==> config.mk <==
export PLATFORM = sky130hd
export DESIGN_NAME = sip_message_line_splitter_top
export DESIGN_NICKNAME = d
export VERILOG_FILES = /design/src/rtl/smls_pkg.sv /design/src/rtl/sip_message_line_splitter_top.sv
export SDC_FILE = /design/constraint.sdc
export NUM_CORES = 1
export LEC_CHECK = 0
export ABC_AREA = 1
export BUFFER_PORTS_ARGS = -buffer_cell sky130_fd_sc_hd__buf_2
export CORE_MARGIN = 1
export CORE_UTILIZATION = 37
export CTS_CLUSTER_SIZE = 25
export DETAILED_ROUTE_END_ITERATION = 7
export HOLD_SLACK_MARGIN = 0.12
export PLACE_DENSITY = 0.54
export SLEW_MARGIN = 20
export SYNTH_ARGS = -nofsm -noshare
export SYNTH_HDL_FRONTEND = slang
export SYNTH_SLANG_ARGS = --single-unit
==> constraint.sdc <==
create_clock -name i_clk -period 13.42 [get_ports i_clk]
set_clock_uncertainty 0.15 [all_clocks]
set_input_delay 0 -clock i_clk [delete_from_list [all_inputs] [get_ports i_clk]]
set_output_delay 0 -clock i_clk [all_outputs]
set_load 0.02 [all_outputs]
==> src/rtl/smls_pkg.sv <==
// ----------------------------------------------------------------------------
// smls_pkg
// Types and constants for the SIP message line splitter.
// ----------------------------------------------------------------------------
package smls_pkg;

    localparam int MAX_MESSAGE_BYTES = 65536;
    localparam int MAX_LINES         = 256;

    localparam int          BYTE_LIMIT_INT = (MAX_MESSAGE_BYTES > 65535) ? 65535
                                                                         : MAX_MESSAGE_BYTES;
    localparam logic [15:0] BYTE_LIMIT     = 16'(BYTE_LIMIT_INT);
    localparam int          CAP_TOP_INT    = (MAX_LINES > 256) ? 256 : MAX_LINES;
    localparam logic [8:0]  CAP_TOP        = 9'(CAP_TOP_INT);
    localparam logic [8:0]  CAP_MIN        = 9'd2;
    localparam logic [7:0]  CAP_LIM_RESET  = 8'd63;

    localparam logic [7:0] CH_CR    = 8'h0D;
    localparam logic [7:0] CH_LF    = 8'h0A;
    localparam logic [7:0] CH_SPACE = 8'h20;
    localparam logic [7:0] CH_TAB   = 8'h09;

    localparam logic [1:0] KIND_LINE         = 2'd0;
    localparam logic [1:0] KIND_OK           = 2'd1;
    localparam logic [1:0] KIND_BAD_START    = 2'd2;
    localparam logic [1:0] KIND_OUT_OF_SPACE = 2'd3;

    localparam logic [1:0] LT_START = 2'd0;
    localparam logic [1:0] LT_SIP   = 2'd1;
    localparam logic [1:0] LT_SEP   = 2'd2;
    localparam logic [1:0] LT_SDP   = 2'd3;

    typedef enum logic [5:0] {
        PH_START = 6'b000001,
        PH_SIP   = 6'b000010,
        PH_SDP   = 6'b000100,
        PH_DONE  = 6'b001000,
        PH_BAD   = 6'b010000,
        PH_FULL  = 6'b100000
    } t_phase;

    typedef struct packed {
        logic [1:0]  kind;
        logic [7:0]  line_index;
        logic [15:0] line_start;
        logic [15:0] line_length;
        logic [1:0]  line_type;
        logic [7:0]  hdr_first;
        logic [7:0]  hdr_last;
        logic [7:0]  body_first;
        logic [7:0]  body_last;
        logic        last;
    } t_result;

endpackage

==> src/rtl/sip_message_line_splitter_top.sv <==
// ----------------------------------------------------------------------------
// sip_message_line_splitter_top: one byte a cycle while o_stall is low.
// Output words are registered into a 3-word queue; a line plus a status is two words.
// Synchronous active-low reset clears message state, sets line capacity to 64.
// ----------------------------------------------------------------------------
module sip_message_line_splitter_top
    import smls_pkg::*;
(
    input  logic        i_clk,
    input  logic        i_rst_n,
    input  logic        i_cfg_we,
    input  logic [8:0]  i_cfg_wdata,
    input  logic        i_valid,
    output logic        o_stall,
    input  logic [7:0]  i_msg_byte,
    input  logic        i_msg_last,
    output logic        o_valid,
    input  logic        i_stall,
    output logic [1:0]  o_record_kind,
    output logic [7:0]  o_line_index,
    output logic [15:0] o_line_start,
    output logic [15:0] o_line_length,
    output logic [1:0]  o_line_type,
    output logic [7:0]  o_sip_first_line,
    output logic [7:0]  o_sip_last_line,
    output logic [7:0]  o_sdp_first_line,
    output logic [7:0]  o_sdp_last_line,
    output logic        o_result_last
);

    t_phase      r_phase,       n_phase;
    logic [15:0] r_byte_offset, n_byte_offset;
    logic [15:0] r_line_start,  n_line_start;
    logic [7:0]  r_lines,       n_lines;
    logic        r_prev_cr,     n_prev_cr;
    logic        r_pending,     n_pending;
    logic [7:0]  r_sip_first,   n_sip_first;
    logic [7:0]  r_sip_last,    n_sip_last;
    logic [7:0]  r_sdp_first,   n_sdp_first;
    logic [7:0]  r_sdp_last,    n_sdp_last;
    logic [7:0]  r_cap_lim,     n_cap_lim;

    t_result     r_q [3];
    t_result     n_q [3];
    logic [1:0]  r_cnt,         n_cnt;

    t_result     res0, res1;
    logic [1:0]  step_cnt;
    logic        in_acc, out_acc;

    assign in_acc  = i_valid && !o_stall;
    assign out_acc = o_valid && !i_stall;
    assign o_stall = r_cnt > 2'd1;
    assign o_valid = r_cnt != 2'd0;

    always_comb begin
        logic [8:0] cap;
        cap = i_cfg_wdata;
        if (cap < CAP_MIN) begin
            cap = CAP_MIN;
        end
        if (cap > CAP_TOP) begin
            cap = CAP_TOP;
        end
        n_cap_lim = 8'(cap - 9'd1);
    end

    always_comb begin : p_step
        t_phase      ph;
        logic [15:0] off, cls, len;
        logic        pend, pcr, ok, rec_v, rec_full;
        logic [15:0] rec_start, rec_len;
        logic [1:0]  rec_type, kind;
        logic [7:0]  lines_inc, sf, sl, df, dl;
        t_result     res_line, res_stat;

        ph        = r_phase;
        off       = r_byte_offset;
        cls       = r_line_start;
        pend      = r_pending;
        pcr       = r_prev_cr;
        len       = '0;
        ok        = 1'b0;
        rec_v     = 1'b0;
        rec_start = '0;
        rec_len   = '0;
        rec_type  = LT_START;
        lines_inc = r_lines + 8'd1;
        rec_full  = lines_inc >= r_cap_lim;

        if (off < BYTE_LIMIT) begin
            pcr = (i_msg_byte == CH_CR);
            if (pend && ph == PH_SIP) begin
                if (i_msg_byte == CH_SPACE || i_msg_byte == CH_TAB) begin
                    pend = 1'b0;
                end else begin
                    rec_v     = 1'b1;
                    rec_start = cls;
                    rec_len   = off - cls;
                    pend      = 1'b0;
                    if (rec_len == 16'd2) begin
                        ph       = PH_SDP;
                        rec_type = LT_SEP;
                    end else begin
                        rec_type = LT_SIP;
                    end
                    if (rec_full) begin
                        ph = PH_FULL;
                    end
                    cls = off;
                end
            end
            pend = pend && ph == PH_SIP;
            if (i_msg_byte == CH_LF && (ph == PH_START || ph == PH_SIP || ph == PH_SDP)) begin
                len = off + 16'd1 - cls;
                ok  = r_prev_cr && len >= 16'd2;
                if (ph == PH_START) begin
                    if (ok) begin
                        ph        = PH_SIP;
                        rec_v     = 1'b1;
                        rec_start = cls;
                        rec_len   = len;
                        rec_type  = LT_START;
                        if (rec_full) begin
                            ph   = PH_FULL;
                            pend = 1'b0;
                        end
                        cls = off + 16'd1;
                    end else begin
                        ph = PH_BAD;
                    end
                end else if (ph == PH_SIP) begin
                    if (ok) begin
                        pend = 1'b1;
                    end else begin
                        ph = PH_DONE;
                    end
                end else begin
                    if (ok) begin
                        rec_v     = 1'b1;
                        rec_start = cls;
                        rec_len   = len;
                        rec_type  = LT_SDP;
                        if (rec_full) begin
                            ph   = PH_FULL;
                            pend = 1'b0;
                        end
                        cls = off + 16'd1;
                    end else begin
                        ph = PH_DONE;
                    end
                end
            end
            off = off + 16'd1;
        end

        if (i_msg_last && pend && ph == PH_SIP) begin
            rec_v     = 1'b1;
            rec_start = cls;
            rec_len   = off - cls;
            pend      = 1'b0;
            if (rec_len == 16'd2) begin
                ph       = PH_SDP;
                rec_type = LT_SEP;
            end else begin
                rec_type = LT_SIP;
            end
            if (rec_full) begin
                ph = PH_FULL;
            end
            cls = off;
        end

        sf = r_sip_first;
        sl = r_sip_last;
        df = r_sdp_first;
        dl = r_sdp_last;
        if (rec_v && rec_type == LT_SIP) begin
            if (sf == 8'd0) begin
                sf = r_lines;
            end
            sl = r_lines;
        end
        if (rec_v && rec_type == LT_SDP) begin
            if (df == 8'd0) begin
                df = r_lines;
            end
            dl = r_lines;
        end

        if (ph == PH_START || ph == PH_BAD) begin
            kind = KIND_BAD_START;
        end else if (ph == PH_FULL) begin
            kind = KIND_OUT_OF_SPACE;
        end else begin
            kind = KIND_OK;
        end

        res_line.kind        = KIND_LINE;
        res_line.line_index  = r_lines;
        res_line.line_start  = rec_start;
        res_line.line_length = rec_len;
        res_line.line_type   = rec_type;
        res_line.hdr_first   = '0;
        res_line.hdr_last    = '0;
        res_line.body_first  = '0;
        res_line.body_last   = '0;
        res_line.last        = !i_msg_last;

        res_stat.kind        = kind;
        res_stat.line_index  = '0;
        res_stat.line_start  = '0;
        res_stat.line_length = '0;
        res_stat.line_type   = LT_START;
        res_stat.hdr_first   = sf;
        res_stat.hdr_last    = sl;
        res_stat.body_first  = df;
        res_stat.body_last   = dl;
        res_stat.last        = 1'b1;

        res0     = rec_v ? res_line : res_stat;
        res1     = res_stat;
        step_cnt = {1'b0, rec_v} + {1'b0, i_msg_last};

        if (i_msg_last) begin
            n_phase       = PH_START;
            n_byte_offset = '0;
            n_line_start  = '0;
            n_lines       = '0;
            n_prev_cr     = 1'b0;
            n_pending     = 1'b0;
            n_sip_first   = '0;
            n_sip_last    = '0;
            n_sdp_first   = '0;
            n_sdp_last    = '0;
        end else begin
            n_phase       = ph;
            n_byte_offset = off;
            n_line_start  = cls;
            n_lines       = rec_v ? lines_inc : r_lines;
            n_prev_cr     = pcr;
            n_pending     = pend;
            n_sip_first   = sf;
            n_sip_last    = sl;
            n_sdp_first   = df;
            n_sdp_last    = dl;
        end
    end

    always_comb begin : p_queue
        logic [1:0] base;

        n_q  = r_q;
        base = r_cnt;
        if (out_acc) begin
            n_q[0] = r_q[1];
            n_q[1] = r_q[2];
            base   = r_cnt - 2'd1;
        end
        n_cnt = base;
        if (in_acc) begin
            for (int i = 0; i < 3; i++) begin
                if (step_cnt != 2'd0 && 2'(i) == base) begin
                    n_q[i] = res0;
                end
                if (step_cnt == 2'd2 && 2'(i) == base + 2'd1) begin
                    n_q[i] = res1;
                end
            end
            n_cnt = base + step_cnt;
        end
    end

    always_ff @(posedge i_clk) begin
        if (!i_rst_n) begin
            r_phase       <= PH_START;
            r_byte_offset <= '0;
            r_line_start  <= '0;
            r_lines       <= '0;
            r_prev_cr     <= 1'b0;
            r_pending     <= 1'b0;
            r_sip_first   <= '0;
            r_sip_last    <= '0;
            r_sdp_first   <= '0;
            r_sdp_last    <= '0;
            r_cap_lim     <= CAP_LIM_RESET;
            r_cnt         <= '0;
        end else begin
            if (in_acc) begin
                r_phase       <= n_phase;
                r_byte_offset <= n_byte_offset;
                r_line_start  <= n_line_start;
                r_lines       <= n_lines;
                r_prev_cr     <= n_prev_cr;
                r_pending     <= n_pending;
                r_sip_first   <= n_sip_first;
                r_sip_last    <= n_sip_last;
                r_sdp_first   <= n_sdp_first;
                r_sdp_last    <= n_sdp_last;
            end
            if (i_cfg_we) begin
                r_cap_lim <= n_cap_lim;
            end
            r_cnt <= n_cnt;
        end
    end

    always_ff @(posedge i_clk) begin
        r_q <= n_q;
    end

    assign o_record_kind    = r_q[0].kind;
    assign o_line_index     = r_q[0].line_index;
    assign o_line_start     = r_q[0].line_start;
    assign o_line_length    = r_q[0].line_length;
    assign o_line_type      = r_q[0].line_type;
    assign o_sip_first_line = r_q[0].hdr_first;
    assign o_sip_last_line  = r_q[0].hdr_last;
    assign o_sdp_first_line = r_q[0].body_first;
    assign o_sdp_last_line  = r_q[0].body_last;
    assign o_result_last    = r_q[0].last;

`ifndef NO_ASSERTIONS
    a_status_is_last: assert property (@(posedge i_clk) disable iff (!i_rst_n)
        (o_valid && o_record_kind != KIND_LINE) |-> o_result_last)
        else $error("status word not marked last");

    a_line_no_indices: assert property (@(posedge i_clk) disable iff (!i_rst_n)
        (o_valid && o_record_kind == KIND_LINE) |->
        (o_sip_first_line == 8'd0 && o_sip_last_line == 8'd0 &&
         o_sdp_first_line == 8'd0 && o_sdp_last_line == 8'd0))
        else $error("line word carries section indices");

    a_message_clear: assert property (@(posedge i_clk) disable iff (!i_rst_n)
        (in_acc && i_msg_last) |=>
        (r_phase == PH_START && r_byte_offset == 16'd0 && r_lines == 8'd0 && !r_pending))
        else $error("message state not cleared after last byte");
`endif

endmodule
# Word-level counts from Yosys, hierarchy flattened
# Index checks and enable logic that the tools add are counted.
# totals
register_bits	321
input_bits	23
out_inout_bits	79
elab_cells	219
# op_classes
n_addsub	10
magnitude_cmp	6
n_eq_ne	21
muxes	105
reduce_logical	35
# ops
operator	n
77-bit two-way mux	7
16-bit two-way mux	28
231-bit two-way mux	1
154-bit two-way mux	1
6-bit two-way mux	18
8-bit two-way mux	13
16-bit subtractor	3
16-bit by 2-bit == test with 1-bit output (second input constant)	2
2-bit two-way mux	15
8-bit by 4-bit == test with 1-bit output (second input constant)	3
1-bit two-way mux	21
6-bit by 2-bit == test with 1-bit output (second input constant)	3
16-bit by 1-bit adder with 16-bit output (second input constant)	1
16-bit by 2-bit greater-or-equal comparator with 1-bit output (second input constant)	1
1-bit logical AND	16
8-bit zero test	2
16-bit less-than comparator (second input constant)	1
6-bit by 1-bit == test with 1-bit output (second input constant)	2
2-bit nonzero test	5
9-bit > comparator (second input constant)	1
9-bit by 2-bit less-than comparator with 1-bit output (second input constant)	1
9-bit two-way mux	1
8-bit by 1-bit adder with 8-bit output (second input constant)	1
8-bit by 6-bit == test with 1-bit output (second input constant)	1
18 further kinds	29

# Depth between registers and ports, before layout
# Gate-level depths: netlist (run 1).
# logic_depth
depth_word	25
mapped_depth	59
depth_no_buf	55

# Least setup slack after synthesis (run 1)
# Ideal clock, no wire load.
# synth_path
kind	register -> register
from	register r_lines[0]
to	register r_q[0] in the netlist's numbering, enable pin
setup_time_ps	537
t_arrival_ps	8668
t_required_ps	12733
path_slack_ps	4065
path_stages_with_launch	29
n_path_buf	2
synth_period_minus_slack_ps	9355
cell_sequence	dfxtp_1 > inv_1 > nor3_1 > nand3_1 > nor3_1 > xor2_1 > inv_1 > ha_1 > a21oi_1 > o21a_1 > nand3_1 > nand2_1 > nand2_1 > nor2_1 > nand4_1 > nand3_1 > nand2_2 > nor2_2 > nand2_2 > a21oi_1 > nor2_2 > inv_1 > clkbuf_1 > ha_1 > nand2_1 > nor2_1 > clkbuf_1 > inv_1 > a21oi_1
# synth_between
elab_chain_len	22
elab_cells_between_ends	44
cone_classes	add/sub: 2; order compare: 1; eq/ne: 5; mux: 25; reduce/logical: 11
# synth_rtl
item	line_no	text
start, declared	sip_message_line_splitter_top.sv:34	logic [7:0] r_lines, n_lines;
start signal, assigned	sip_message_line_splitter_top.sv:293	r_lines <= n_lines;
8-bit by 1-bit adder with 8-bit output (*)	sip_message_line_splitter_top.sv:88	lines_inc = r_lines + 8'd1;
8-bit greater-or-equal comparator (*)	sip_message_line_splitter_top.sv:89	rec_full = lines_inc >= r_cap_lim;
6-bit two-way mux	sip_message_line_splitter_top.sv:107	if (rec_full) begin
6-bit two-way mux	sip_message_line_splitter_top.sv:94	if (i_msg_byte == CH_SPACE || i_msg_byte == CH_TAB) begin
6-bit two-way mux	sip_message_line_splitter_top.sv:93	if (pend && ph == PH_SIP) begin
6-bit two-way mux	sip_message_line_splitter_top.sv:91	if (off < BYTE_LIMIT) begin
6-bit by 2-bit == test with 1-bit output	sip_message_line_splitter_top.sv:113, sip_message_line_splitter_top.sv:114, sip_message_line_splitter_top.sv:132	
1-bit logical AND	sip_message_line_splitter_top.sv:113	pend = pend && ph == PH_SIP;
(+5 left out)	n/a	
1-bit two-way mux	sip_message_line_splitter_top.sv:91	
1-bit logical AND (2 in a row)	sip_message_line_splitter_top.sv:157	if (i_msg_last && pend && ph == PH_SIP) begin
1-bit two-way mux (*)	sip_message_line_splitter_top.sv:157	
1-bit by 1-bit adder with 2-bit output (*)	sip_message_line_splitter_top.sv:223	step_cnt = {1'b0, rec_v} + {1'b0, i_msg_last};
2-bit == test or 2-bit nonzero test (tied branches)	sip_message_line_splitter_top.sv:266, sip_message_line_splitter_top.sv:263	
1-bit logical AND, on equally long branches	sip_message_line_splitter_top.sv:266, sip_message_line_splitter_top.sv:263	
2-bit nonzero test (no source line) (*)	n/a	
2-bit AND reduction (no source line) (*)	n/a	
end signal, assigned	sip_message_line_splitter_top.sv:309	r_q <= n_q;
end, declared	sip_message_line_splitter_top.sv:43	t_result r_q [3];
# Every way passes the cells marked *; elsewhere a longest branch is shown, timed or not. The select of a mux whose other input is x is not followed.
# A chain may end at the register's enable or synchronous reset.

==> results of run 1 <==
==> worst paths after layout <==
| check | depth (start not counted) | endpoint | slack, ps | startpoint |
|---|---|---|---|---|
| setup / recovery | 43 | r_q[91] | 3650 | r_lines[0] |
| hold / removal | 3 | r_cap_lim[5] | 150 | i_cfg_we |
| setup reg to reg | 43 | r_q[91] | 3650 | r_lines[0] |
| hold reg to reg | 2 | r_sdp_last[1] | 310 | r_sdp_last[1] |
==> per-stage QoR <==
stage                     std cells  area, sq um  util, %  total power (uW)
final                          3772        23600     40.9              3690
after global routing           3772        23600     40.9              3900
after CTS                      3772        23500     40.9              3710
after detailed placement       3674        22000     38.2              2650
after global placement         3674        22000     38.2              2610
after floorplan                3023        21500        -              2430
==> cell type report <==
| type | count | area share [%] |
|---|---|---|
| Multi-Input combinational cell | 2149 | 50.9 |
| Clock buffer | 52 | 4.48 |
| Clock inverter | 16 | 0.707 |
| Timing Repair Buffer | 155 | 4.26 |
| Sequential cell | 321 | 30.6 |
| Inverter | 314 | 5.02 |
| Tap cell | 765 | 4.06 |
==> power by group through the flow <==
stage | combinational (uW) | sequential [uW] | clock [uW]
final | 1240 | 1400 | 1040
after global placement | 1200 | 1410 | 0
after floorplan | 1070 | 1360 | 0
after global routing | 1380 | 1430 | 1100
after detailed placement | 1230 | 1420 | 0
after CTS | 1240 | 1400 | 1060
==> layer usage <==
layer | wire, um | GRT usage [%]
met3 | 5340 | 3.65
met5 | 0 | 0
met1 | 36700 | 37.0
met2 | 32200 | 37.1
met4 | 1310 | 5.42
==> logic make-up (layout without fill, tap and decap cells) <==
kind of cell    Yosys count  count (layout)  share of synthesized area, %
simple gates           1072            1072                          21.6
compound gates          828             828                          21.7
buf+inv                 553             537                          11.2
flops                   321             321                          33.4
mux                     151             151                          7.02
fa+ha+maj                60              60                          3.56
xor+xnor                 38              38                          1.58
==> worst max-delay path, delay by kind of cell (launching register included) <==
kind,cells,cell delay [ps]
AND/OR/NAND/NOR,17,3590
AO/OA/AOI/OAI,17,3030
buffers and inverters,5,1410
flip-flops,1,550
adder cells (fa/ha/maj),2,520
XOR/XNOR,2,360
==> cells in the final DEF (no fill, tap or decap), types with 25 or more instances in the layout <==
master and n:
sky130_fd_sc_hd__clkbuf_16 39, sky130_fd_sc_hd__o21ai_0 288, sky130_fd_sc_hd__xor2_1 28, sky130_fd_sc_hd__nand2_1 619, sky130_fd_sc_hd__edfxtp_1 77, sky130_fd_sc_hd__mux2i_1 151, sky130_fd_sc_hd__nand3_1 98, sky130_fd_sc_hd__nand4_1 39
sky130_fd_sc_hd__ha_1 58, sky130_fd_sc_hd__dlygate4sd3_1 30, sky130_fd_sc_hd__a21oi_1 325, sky130_fd_sc_hd__o21ai_1 36, sky130_fd_sc_hd__dfxtp_1 244, sky130_fd_sc_hd__nor2_1 196, sky130_fd_sc_hd__inv_1 273, sky130_fd_sc_hd__inv_2 37
sky130_fd_sc_hd__a21boi_1 25, sky130_fd_sc_hd__buf_2 101, sky130_fd_sc_hd__nand2_2 35
==> state kept, by name, summed over array words and instances (netlist names) <==
name,flops
r_lines,8
r_sip_first,8
r_sip_last,8
o_sdp_last_line,8
o_record_kind,2
r_sdp_last,8
r_prev_cr,1
r_line_start,16
o_line_type,2
r_q,154
o_line_start,16
o_sip_last_line,8
r_cnt,2
o_line_length,16
r_phase,6
r_byte_offset,16
o_sdp_first_line,8
r_pending,1
o_result_last,1
o_line_index,8
o_sip_first_line,8
r_cap_lim,8
r_sdp_first,8
==> impl_results.rst, run 1 <==
.. list-table::
   :header-rows: 1

   * - Metric
     - Value
   * - Drt wl/cell
     - 20.0 um
   * - Routability Congestion
     - 0.947
   * - Gr usage total
     - 24.7%
   * - Type of the worst setup path
     - reg2reg
   * - Share of power burned in registers
     - 38.0%
   * - X dimension of the die
     - 243 um
   * - Layout filler cell count
     - 5966
   * - Sw power
     - 1380 uW
   * - DRC viols
     - 0
   * - Top area cells in the synthesized netlist
     - sky130_fd_sc_hd__dfxtp_1 23%, sky130_fd_sc_hd__nand2_1 11%, sky130_fd_sc_hd__edfxtp_1 11%
   * - Wire length of the first global-routing pass
     - 115000 um
   * - Die height
     - 243 um
   * - Flip-flop and latch area
     - 0.00720 sq mm
   * - Antenna viol nets, final
     - 0
   * - Final hold violation count
     - 0
   * - Endpoint required time on the critical path
     - 13700 ps
   * - Sum Neg Setup Slack
     - 0 ps
   * - Actual transition at the worst max-transition pin
     - 1080 ps
   * - Timing-limited maximum frequency
     - 102 MHz
   * - Number of cell rows
     - 88
   * - Area share of the leading cell type in the synthesized netlist
     - 22.7%
   * - DP Worst Slack
     - 3910 ps
   * - Area of the placeable core
     - 0.0576 sq mm
   * - DR vias
     - 20.7k
   * - Max-slew violation count
     - 0
   * - Number of enable-type register cells in the synthesized netlist
     - 77
   * - Internal Power
     - 2310 uW
   * - Clk pin slew, worst setup/hold paths
     - 60 ps
   * - Primary FF master, synth
     - sky130_fd_sc_hd__dfxtp_1
   * - Share of synthesized area occupied by flip-flops and latches
     - 33.4%
   * - Flop and latch count out of synthesis
     - 321
   * - Routed WL
     - 75500 um
   * - Share of final-layout standard cells stronger than drive strength 1
     - 11.4%
   * - Crit path max fanout
     - 54
   * - Avg Vias per Cell
     - 5.49
   * - Biggest cell delay along the critical path
     - 850 ps
   * - Arrival time reported for the critical path endpoint
     - 10050 ps
   * - Post-synthesis area per instance
     - 7.12 sq um
   * - Pre-antenna DRT Iters
     - 6
   * - Max_cap viols
     - 0
   * - Count of antenna diodes in the layout
     - 0
   * - IO Pins
     - 102
   * - Sinks on the clock net
     - 321
   * - Power per cell area
     - 157 mW/mm^2
   * - Hold WS
     - 147 ps
   * - Cell type with the highest aggregate area in the netlist
     - sky130_fd_sc_hd__dfxtp_1
   * - Clock H-tree levels
     - 2
   * - Max-slew headroom
     - 27.8%
   * - Netlist Area Pre-Place
     - 0.0215 sq mm
   * - Hold-fix buffers at CTS
     - 30
   * - Leakage power summed over all cells
     - 0.0101 uW
   * - Status
     - completed
   * - Iteration-0 DRC Markers
     - 1953
   * - Setup Viol. Count Final
     - 0
   * - Die footprint
     - 0.0592 sq mm
   * - Effective utilization at floorplan
     - 37.4%
   * - Cell with the biggest individual delay on the critical path
     - sky130_fd_sc_hd__inv_2
   * - TritonCTS Buffers
     - 37
   * - Post-CTS setup repair buffer count
     - 0
   * - Count of buffers from port buffering
     - 101
   * - Area added between synthesis and finish
     - 9.38%
   * - Syn Inst Count
     - 3023
   * - Maximum VDD drop
     - 144 uV
   * - Area used by multi-input combinational logic
     - 0.0120 sq mm
   * - Number of cells upsized or downsized after cts
     - 0
   * - Relative contribution of the clock network to total power
     - 28.3%
   * - Count of cell types in the netlist
     - 59
   * - Number of antenna violations at the first check in global routing
     - 0
   * - Most common cell in the netlist
     - sky130_fd_sc_hd__nand2_1
   * - Number of warnings issued by yosys
     - 0
   * - Library cell used as clock root buffer
     - sky130_fd_sc_hd__clkbuf_16
   * - Logic gate share of total power
     - 33.8%
   * - Critical path startpoint category
     - flip-flop
   * - Endpoint kind of the worst setup timing path
     - flip-flop
   * - Hold crit path type
     - in2reg
   * - RSZ-0062 raised after global routing
     - false
   * - CTS tree
     - built
   * - Post-detail-place hpwl
     - 52500 um
   * - Most used standard cells in the synthesized netlist
     - 620 x sky130_fd_sc_hd__nand2_1, 327 x sky130_fd_sc_hd__a21oi_1, 289 x sky130_fd_sc_hd__o21ai_0
   * - Insertion delay of the later-clocked pin in the worst-skew pair
     - 570 ps
   * - Synth async-reset ratio
     - 0%
   * - Largest net degree at the start of global routing
     - 192
   * - Leftover overflow at the end of global routing
     - 0
   * - Post-synth net total
     - 3106
   * - Final worst-path setup slack
     - 3650 ps
   * - Post-layout net count
     - 3061
   * - Post-route minimum period
     - 9770 ps
   * - Worst-case clock buffer depth
     - 3
   * - Period Utilization, post-route
     - 72.8%
   * - Via count of the first global-routing pass
     - 18.9k
   * - Net switching fraction of the power
     - 37.3%
No activity file was read; power rests on OpenSTA's default activity.
==> run 2: changes to the inputs <==
--- a/config.mk
+++ b/config.mk
@@ -12,7 +12,7 @@
 export CTS_CLUSTER_SIZE = 25
 export DETAILED_ROUTE_END_ITERATION = 7
 export HOLD_SLACK_MARGIN = 0.12
-export PLACE_DENSITY = 0.54
+export PLACE_DENSITY = 0.56
 export SLEW_MARGIN = 20
 export SYNTH_ARGS = -nofsm -noshare
 export SYNTH_HDL_FRONTEND = slang
==> constraint.sdc (replaced) <==
create_clock -name i_clk -period 8.1 [get_ports i_clk]
set_clock_uncertainty 0.15 [all_clocks]
set_input_delay 0 -clock i_clk [delete_from_list [all_inputs] [get_ports i_clk]]
set_output_delay 0 -clock i_clk [all_outputs]
set_load 0.02 [all_outputs]
==> run 2 against run 1 <==
Effect of this change: non-clock buffer count up 75; final cell count up 2.1%; sequential power up 66%; die area unchanged; fmax up 29%; wire length up 0.32%; critical path type unchanged; largest cell class unchanged; highest routed layer unchanged.
==> impl_results.rst, run 2 (synthesized netlist as in run 1, its figures left out) <==
.. list-table::
   :header-rows: 1

   * - Metric
     - Value
   * - Status
     - completed
   * - Power per cell area
     - 254 mW/mm^2
   * - Register containing the most flip-flops in the final layout
     - r_q
   * - Most common cell after layout, fill and taps aside
     - sky130_fd_sc_hd__nand2_1
   * - X dimension of the die
     - 243 um
   * - Area of the placeable core
     - 0.0576 sq mm
   * - Final hold violation count
     - 0
   * - Most used cells in the layout excluding fill and tap cells
     - 609 x sky130_fd_sc_hd__nand2_1, 322 x sky130_fd_sc_hd__a21oi_1, 280 x sky130_fd_sc_hd__o21ai_0
   * - Crit path max fanout
     - 8
   * - Library cell used as clock root buffer
     - sky130_fd_sc_hd__clkbuf_16
   * - Buffers and inverters on the worst path
     - 11
   * - Worst-case clock buffer depth
     - 3
   * - Number of cell rows
     - 88
   * - Cell count of the worst hold path
     - 9
   * - IO Pins
     - 102
   * - Dominant delay contributor by cell family on the critical path
     - compound AO/OA/AOI/OAI gates
   * - DRC viols
     - 0
   * - Clk pin slew, worst setup/hold paths
     - 60 ps
   * - Critical path startpoint category
     - flip-flop
   * - TritonCTS Buffers
     - 38
   * - Count of antenna diodes in the layout
     - 0
   * - Endpoint of the worst register-to-register path
     - r_q[95]
   * - Gr usage total
     - 24.6%
   * - Actual transition at the worst max-transition pin
     - 1090 ps
   * - Launch instance of the worst register-to-register path
     - r_phase[1]
   * - Max_cap viols
     - 0
   * - Leakage power summed over all cells
     - 0.0106 uW
   * - Max-slew violation count
     - 0
   * - Type of the worst setup path
     - reg2reg
   * - Leftover overflow at the end of global routing
     - 0
   * - Startpoint of the tightest hold check path
     - i_msg_byte[3]
   * - Area added between synthesis and finish
     - 13.8%
   * - Share of final-layout standard cells stronger than drive strength 1
     - 15.4%
   * - Worst Hold Path EP
     - r_pending
   * - Pre-antenna DRT Iters
     - 6
   * - Routability Congestion
     - 0.968
   * - Total power
     - 6230 uW
   * - Biggest cell delay along the critical path
     - 430 ps
   * - Effective utilization at floorplan
     - 37.4%
   * - Sum Neg Setup Slack
     - 0 ps
   * - Endpoint kind of the worst setup timing path
     - flip-flop
   * - Antenna viol nets, final
     - 0
   * - Layout filler cell count
     - 5840
   * - Count of buffers from port buffering
     - 101
   * - Arrival time reported for the critical path endpoint
     - 7900 ps
   * - Clock H-tree levels
     - 2
   * - CTS tree
     - built
   * - Die footprint
     - 0.0592 sq mm
   * - RSZ-0062 raised after global routing
     - true
   * - Max reg flops
     - 154
   * - Endpoint required time on the critical path
     - 8450 ps
   * - DP Worst Slack
     - 201 ps
   * - Number of antenna violations at the first check in global routing
     - 0
   * - Period Utilization, post-route
     - 93.3%
   * - Logic depth of the worst setup path including buffers
     - 49
   * - Routed WL
     - 75800 um
   * - Post-detail-place hpwl
     - 52400 um
   * - Most frequent cell on the critical path
     - sky130_fd_sc_hd__inv_1
   * - Timing-limited maximum frequency
     - 132 MHz
   * - Wire length of the first global-routing pass
     - 114000 um
   * - Post-route minimum period
     - 7550 ps
   * - Die height
     - 243 um
   * - Setup Viol. Count Final
     - 0
   * - Post-layout net count
     - 3140
   * - Setup slack, reg-to-reg
     - 550 ps
   * - Drt wl/cell
     - 19.7 um
   * - Number of cells traversed by the worst register-to-register path
     - 49
   * - Maximum VDD drop
     - 200 uV
   * - Final worst-path setup slack
     - 545 ps
   * - Cell with the biggest individual delay on the critical path
     - sky130_fd_sc_hd__fa_1
   * - DR vias
     - 21.1k
   * - Max-slew headroom
     - 27.2%
   * - Hold crit path type
     - in2reg
   * - Iteration-0 DRC Markers
     - 1846
   * - Largest net degree at the start of global routing
     - 92
   * - Sinks on the clock net
     - 321
   * - Avg Vias per Cell
     - 5.48
   * - Insertion delay of the later-clocked pin in the worst-skew pair
     - 570 ps
   * - Via count of the first global-routing pass
     - 19.1k
   * - Hold WS
     - 119 ps
run 2: cell types whose count changed in the layout (fill, tap and decap cells not counted), sizes merged:
cell,change
buf,+80
bufinv,+3
clkbuf,-1
clkinv,-1
clkinvlp,+1
dlygate4sd3,-5
nand3,+2
nor2,+1
run 2: tightest hold or removal path, cell delays in order:
cell                      delay, ps
sky130_fd_sc_hd__buf_2          100
sky130_fd_sc_hd__nand2_1         80
sky130_fd_sc_hd__nor2_1         100
sky130_fd_sc_hd__nand2_4        130
sky130_fd_sc_hd__nor2_1          50
sky130_fd_sc_hd__nand3_1         70
sky130_fd_sc_hd__nand2_1        100
sky130_fd_sc_hd__nand2_1         90
sky130_fd_sc_hd__a21oi_1         60
run 2: timing repair:
item	in CTS	in global routing
endpoints found under the setup margin	0	144
hold buffers	25	0
gates resized for setup	0	77
buffers inserted	0	11
endpoints found under the hold margin	135	0
run 2: worst max path at each step:
stage | from | end | slack (ps)
finish | r_phase[1] | r_q[95] | 550
global route | r_lines[2] | o_sdp_first_line[1] | -60
CTS | r_phase[1] | r_q[91] | 160
detailed placement | r_phase[1] | r_q[91] | 200
global placement | r_phase[1] | r_q[97] | 280
floorplan | r_lines[0] | r_q[0] | 310
run 2: final cells by class:
cell class | instances | area [sq um] | share of cell area (%)
repair buffers | 230 | 1590 | 6.47
clock buffers | 51 | 1050 | 4.29
inverters | 314 | 1180 | 4.83
flip-flops and latches | 321 | 7210 | 29.4
multi-input cells | 2152 | 12300 | 50.1
well taps | 765 | 957 | 3.91
clock inverters | 19 | 244 | 0.996
run 2: stage by stage:
stage,util (%),instance area (sq um),std cells
4_1_cts,41.9,24100,3838
3_5_place_dp,39.2,22600,3743
5_1_grt,42.5,24500,3852
3_3_place_gp,39.2,22600,3743
2_1_floorplan,-,21500,3023
6_report,42.5,24500,3852
run 2: where the power goes:
part           switching [uW]  internal, uW  leakage (uW)  total (uW)
Sequential                247          2070       0.00268        2320
Combinational            1300           791       0.00725        2100
Clock                     742          1080      0.000632        1820
Total                    2290          3940        0.0106        6230
run 2: metal layers:
layer	global-route usage, %	wire length, um	part of all wire [%]
met1	36.6	36100	48
met2	37.3	33000	44
met3	3.31	5080	6.7
met4	5.59	1560	2.1
met5	0	0	0
